===== config.mk =====
export PLATFORM = sky130hd
export DESIGN_NAME = srfn_ctrl
export DESIGN_NICKNAME = d
export VERILOG_FILES = /design/src/rtl/core/srfn_pkg.sv /design/src/rtl/core/srfn_ctrl.sv
export SDC_FILE = /design/constraint.sdc
export NUM_CORES = 1
export LEC_CHECK = 0
export ABC_AREA = 0
export BUFFER_PORTS_ARGS = -buffer_cell sky130_fd_sc_hd__buf_2
export CORE_AREA = 10 10 47 49
export CTS_BUF_LIST = sky130_fd_sc_hd__clkbuf_8
export DETAILED_ROUTE_END_ITERATION = 16
export DIE_AREA = 0 0 57 59
export PLACE_DENSITY = 0.59
export SETUP_SLACK_MARGIN = 0.15
export SLEW_MARGIN = 20
export SYNTH_ARGS = -nofsm -noshare
export SYNTH_HDL_FRONTEND = slang
export SYNTH_SLANG_ARGS = --single-unit

===== constraint.sdc =====
create_clock -name clock -period 3.7 [get_ports clock]
set_input_delay 0.74 -clock clock [delete_from_list [all_inputs] [get_ports clock]]
set_output_delay 0.74 -clock clock [all_outputs]
set_load 0.01 [all_outputs]

===== src/rtl/core/srfn_pkg.sv =====
// Shared types, constants and kernel tables for the residual filter block.
package srfn_pkg;

   localparam int MAX_WIDTH_DEF  = 512;
   localparam int MAX_HEIGHT_DEF = 512;

   localparam int CFG_DIMW  = 10;
   localparam int CSR_IDXW  = 2;
   localparam int CSR_DATAW = 10;
   localparam int PIXW      = 8;
   localparam int GRAYW     = 16;
   localparam int MAGW      = 23;
   localparam int ACCW      = 25;
   localparam int COEFW     = 5;
   localparam int QW        = 8;
   localparam int NUMW      = MAGW + QW;
   localparam int TAPW      = 3;

   localparam logic                RST_KERNEL_SELECT = 1'b0;
   localparam logic [CFG_DIMW-1:0] RST_IMAGE_WIDTH   = 10'd512;
   localparam logic [CFG_DIMW-1:0] RST_IMAGE_HEIGHT  = 10'd512;
   localparam logic                RST_COLOR_MODE    = 1'b1;

   localparam logic [GRAYW-1:0] GRAY_R = 16'd77;
   localparam logic [GRAYW-1:0] GRAY_G = 16'd150;
   localparam logic [GRAYW-1:0] GRAY_B = 16'd29;

   localparam logic CMD_LOAD  = 1'b0;
   localparam logic CMD_FETCH = 1'b1;

   typedef enum logic [CSR_IDXW-1:0] {
      CSR_KERNEL_SELECT = 2'd0,
      CSR_IMAGE_WIDTH   = 2'd1,
      CSR_IMAGE_HEIGHT  = 2'd2,
      CSR_COLOR_MODE    = 2'd3
   } csr_index_type;

   localparam logic signed [COEFW-1:0] K3 [3][3] = '{
      '{-5'sd1,  5'sd2, -5'sd1},
      '{ 5'sd2, -5'sd4,  5'sd2},
      '{-5'sd1,  5'sd2, -5'sd1}
   };

   localparam logic signed [COEFW-1:0] K5 [5][5] = '{
      '{-5'sd1,  5'sd2, -5'sd2,  5'sd2, -5'sd1},
      '{ 5'sd2, -5'sd6,  5'sd8, -5'sd6,  5'sd2},
      '{-5'sd2,  5'sd8, -5'sd12, 5'sd8, -5'sd2},
      '{ 5'sd2, -5'sd6,  5'sd8, -5'sd6,  5'sd2},
      '{-5'sd1,  5'sd2, -5'sd2,  5'sd2, -5'sd1}
   };

   function automatic logic signed [COEFW-1:0] kernel_coef(input logic big,
                                                           input logic [TAPW-1:0] u,
                                                           input logic [TAPW-1:0] v);
      logic signed [COEFW-1:0] c;
      c = '0;
      if (big) begin
         if (u < 3'd5 && v < 3'd5) c = K5[u][v];
      end else begin
         if (u < 3'd3 && v < 3'd3) c = K3[u[1:0]][v[1:0]];
      end
      return c;
   endfunction

   typedef struct packed {
      logic load_write;
      logic frame_start;
      logic tap_issue;
      logic pixel_write;
      logic fetch_read;
      logic div_start;
      logic out_err;
      logic out_ok;
   } cmd_type;

   typedef struct packed {
      logic load_done;
      logic tap_last;
      logic pixel_last;
      logic div_done;
      logic fetch_last;
      logic out_busy;
   } status_type;

endpackage


===== src/rtl/core/srfn_ctrl.sv =====
// Controller state machine sequencing load, convolution and fetch.
module srfn_ctrl
   import srfn_pkg::*;
(
   input  logic       clock,
   input  logic       reset,
   input  logic       req_valid,
   input  logic       req_command,
   output logic       req_ready,
   input  status_type st,
   output cmd_type    cmd
);

   typedef enum logic [2:0] {
      ST_LOAD,
      ST_ISSUE,
      ST_DRAIN,
      ST_WRITE,
      ST_READY,
      ST_FSTART,
      ST_FDIV
   } state_type;

   state_type state_ff, state_in;
   logic      accept;

   assign accept = req_valid && req_ready;

   always_comb begin
      cmd       = '0;
      state_in  = state_ff;
      req_ready = 1'b0;
      case (state_ff)
         ST_LOAD: begin
            req_ready = !st.out_busy;
            if (accept) begin
               if (req_command == CMD_LOAD) begin
                  cmd.load_write = 1'b1;
                  if (st.load_done) begin
                     cmd.frame_start = 1'b1;
                     state_in        = ST_ISSUE;
                  end
               end else begin
                  cmd.out_err = 1'b1;
               end
            end
         end
         ST_ISSUE: begin
            cmd.tap_issue = 1'b1;
            if (st.tap_last) state_in = ST_DRAIN;
         end
         ST_DRAIN: state_in = ST_WRITE;
         ST_WRITE: begin
            cmd.pixel_write = 1'b1;
            state_in = st.pixel_last ? ST_READY : ST_ISSUE;
         end
         ST_READY: begin
            req_ready = !st.out_busy;
            // Loads in this phase are taken and dropped.
            if (accept && req_command == CMD_FETCH) begin
               cmd.fetch_read = 1'b1;
               state_in       = ST_FSTART;
            end
         end
         ST_FSTART: begin
            cmd.div_start = 1'b1;
            state_in      = ST_FDIV;
         end
         ST_FDIV: begin
            if (st.div_done) begin
               cmd.out_ok = 1'b1;
               state_in   = st.fetch_last ? ST_LOAD : ST_READY;
            end
         end
         default: state_in = ST_LOAD;
      endcase
   end

   always_ff @(posedge clock) begin
      if (reset) begin
         state_ff <= ST_LOAD;
      end else begin
         state_ff <= state_in;
      end
   end

endmodule


# [Word-level counts from Yosys, hierarchy flattened]
# Index checks and enable logic that the tools add are counted.
[word_totals] regBits=3
[op_classes] reduce_logical=6 mux=24 n_eq_ne=12
[op_table] op="$mux W3" count=8
[op_table] op="$pmux W3 S7" count=1
[op_table] op="$mux W1" count=12
[op_table] op="$ne A2 B2 Y1 const B" count=6
[op_table] op="$eq A3 B3 Y1 const B" count=3
[op_table] op="$eq A3 B2 Y1 const B" count=2
[op_table] op="$mux W2" count=3
[op_table] op="$reduce_and A6 Y1" count=1
[op_table] op="$eq A3 B1 Y1 const B" count=1
[op_table] op="$logic_not A3 Y1" count=1
[op_table] op="$logic_and A1 B1 Y1" count=2
[op_table] op="$reduce_or A2 Y1" count=1
[op_table] op="$logic_not A1 Y1" count=1

# [Depth between registers and ports, before layout]
[depth] depth_word=7 depth_mapped=5

# [Least setup slack after synthesis]
# OpenSTA, ideal clock, no wires.
[synth_path] kind="input port to output port" from="input st[0] (netlist name)" to="output cmd[6] (netlist name)" n_path_buf=0 path_slack_ns=1.402 arrival_ns=1.558 required_time_ns=2.960 stages=3 path_cell_list="nand2b_1 nor4_1 and2_1"
[synth_rtl] element="from (decl)" line="srfn_ctrl.sv:10" rtl="input status_type st,"
[synth_rtl] element="to (decl)" line="srfn_ctrl.sv:11" rtl="output cmd_type cmd"

==> impl_metrics.yaml <==
critical_path:
  critPathKind: "primary input to output port"
  r2r_slack_ns: 2.28
  cpMostUsedCell: "buf_2"
  ff2ff_path_depth: 4
  reg2reg_from: "state_ff[2]"
  cpLargestDelayFamily: "simple AND/OR/NAND/NOR gates"
  cpMaxStageDelayCell: "nor4_1"
  timing.critical_path.to_type: "output port"
  rr_endpoint: "state_ff[2]"
  start_kind: "primary input"
  path_max_fanout: 3
  cp.required_ns: 2.96
  worst-path-buf-inv: 2
  crit_chain: "buf_2, nand2b_1, nor4_1, and2_1, buf_2"
  crit_arrival_ns: 1.54
  slowest_delay_ns: 0.23
yosys:
  ys_types: 21
  synth_xor_area_share_pct: 0
  synth_top_family_by_area: "simple AND/OR/NAND/NOR gates"
  synth_commonest_cells: "13 x nor2_1, 5 x nand2b_1, 4 x a21oi_1, 4 x nand2_1, 3 x dfxtp_1"
  synth_edf_count: 0
  synth_top_area_share_pct: 18.9
  ys_ff_latch: 3
  synth_nets: 58
  synth_ff_type: "dfxtp_1"
  async_flop_share_pct: 0
  synth_mux_area_share_pct: 3.54
  synth.cell_area_sq_um: 318
  yosys_warnings: 0
  yosysMostFrequentCell: "nor2_1"
  synth_area_per_cell_sq_um: 6.62
  seq_area_frac_synth_pct: 18.9
  synth_compound_area_share_pct: 26.4
  synthAdderAreaFrac_pct: 0
  yosys.area.top_type: "dfxtp_1"
  synth-simple-area-share_pct: 47.6
  ys_top_cells_by_area: "dfxtp_1 19%, nor2_1 15%, nand2b_1 9.8%"
  syn_inst: 48
route:
  post_drt_wl_per_cell_microns: 11.3
  vias: 397
  drt_iter0_markers: 5
  wl_microns: 948
  routed_via_density: 4.73
  drc: 0
  ant_nets: 0
  drt_pre_antenna_iters: 4
outcome:
  status: "finished, final reports clean"
hold_path:
  whs_path_depth: 2
  hold_path_class: "register to register"
  holdPathEnd: "state_ff[1]"
  min-delay-start: "state_ff[0]"
sta:
  fin_skew_ns: 0.000939
  min_period_ns: 2.28
  finalCritPeriodShare_pct: 61.6
  max_freq_mhz: 439
  relSlewSlack_pct: 70.7
  worst_pin_slew_ns: 0.439
  finalHoldViolCount: 0
  tns_ns: 0
  rsz0062_at_grt: "false"
  setup-violations-final: 0
  drv_slew: 0
floorplan:
  start_util_pct: 22.7
  die_area_sq_um: 3360
  placementRows: 14
  coreArea_sq_um: 1400
  ioPinCount: 19
  die_h_microns: 59
  fp.dieW_microns: 57
placed_design:
  dpl.hpwl_microns: 778
  placed_cells: 80
  io_buffers: 18
  place_congestion: 0.721
layout:
  areaGrowthSynthToFinish_pct: 46.5
  final_cells: 84
  largestRegisters: "state_ff x3"
  largest_reg_flops: 3
  drive_gt1_share_pct: 36.8
  regMostFlops: "state_ff"
  nets: 79
  n_antenna_cell: 0
grt:
  antenna_found_initial: 0
  grt_start_max_net_pins: 17
  grt.overflow.total: 0
  grt_pass1_vias: 400
  grtUsageTotal_pct: 5.73
  grt_pass1_wl_microns: 1580
clocking:
  cts_hold_buffers: 0
  clk_path_buf_depth: 2
  cts.sinks: 3
  root_buffer: "clkbuf_8"
  cts_buffers: 3
  cts_resized: 0
  post_cts_buffers: 0
  htreeDepth: 1
  tritoncts: "done"
  path_clk_slew_ns: 0.03
  clock_latency_ns: 0.22
power_and_ir_drop:
  p_leak_uw: 0.000209
  p_per_area_nw_per_um2: 348
  irDropWorstVdd_mv: 0.167
flow_run:
  cap_violations: 0
worst reg2reg max path, delay by kind of cell, from the launching register on:
kind | cells | cell delay, ns
AND/OR/NAND/NOR | 2 | 0.54
flip-flops | 1 | 0.43
AO/OA/AOI/OAI | 2 | 0.37
metrics by stage:
| stage | area, sq um | hold slack [ns] | total power, uW | worst slack [ns] | util [%] |
|---|---|---|---|---|---|
| final | 465 | 0.619 | 162 | 1.42 | 33.2 |
| after detailed placement | 420 | 0.616 | 69.3 | 1.41 | 30.0 |
| after floorplan | 318 | 0.548 | 56.1 | 1.40 | - |
| after CTS | 465 | 0.623 | 165 | 1.41 | 33.2 |
| after global placement | 420 | 0.615 | 68.8 | 1.46 | 30.0 |
| after global routing | 465 | 0.685 | 173 | 1.34 | 33.2 |
where the power goes:
group	total, uW	switching [uW]	internal [uW]
registers	37.3	3.21	34.1
logic	31.1	16.2	14.9
clock network	93.6	22.9	70.7
total	162	42.3	120
placed cells by master (no fill, tap or decap), drive strengths merged:
cell | Yosys | layout
clkbuf | 2 | 3
inv | 1 | 2
a211oi | 1 | 1
dfxtp | 3 | 3
nor4 | 1 | 1
and2 | 1 | 1
a2bb2oi | 1 | 1
and3 | 1 | 1
o31ai | 1 | 1
buf | 0 | 18
nand2b | 5 | 5
or3b | 1 | 1
mux2 | 1 | 1
nand3b | 2 | 2
o32ai | 2 | 2
nand2 | 4 | 4
nor2 | 13 | 13
a21oi | 4 | 4
o21ai | 2 | 2
or2 | 1 | 1
nor3 | 1 | 1
metal layers:
metal,track usage [%],part of all wire [%],vias to the layer above
li1,-,-,209
met1,4.95,39,178
met5,0,0,-
met4,4.03,2.0,0
met2,10.9,55,8
met3,1.93,4.5,2
how the worst max path moves through the flow:
| stage | end | from | slack (ns) | cells past startpoint |
|---|---|---|---|---|
| 6_report | cmd[6] | st[0] | 1.42 | 5 |
| 5_1_grt | cmd[6] | st[0] | 1.34 | 5 |
| 4_1_cts | cmd[6] | st[0] | 1.41 | 5 |
| 3_5_place_dp | cmd[6] | st[0] | 1.41 | 5 |
| 3_3_place_gp | cmd[6] | st[0] | 1.46 | 5 |
| 2_1_floorplan | cmd[6] | st[0] | 1.40 | 3 |
kinds of logic after synthesis:
kind of cell | Yosys count
mux | 1
simple gates | 30
buf+inv | 3
flops | 3
compound gates | 11
cell type report:
cell class | count | area [sq um]
clock inverter | 1 | 3.75
inverter | 1 | 3.75
timing repair buffer | 18 | 90.1
fill | 172 | 936
clock buffer | 3 | 41.3
tap | 16 | 20.0
multi-input combinational | 42 | 246
sequential | 3 | 60.1
(Power assumes the default switching activity.)
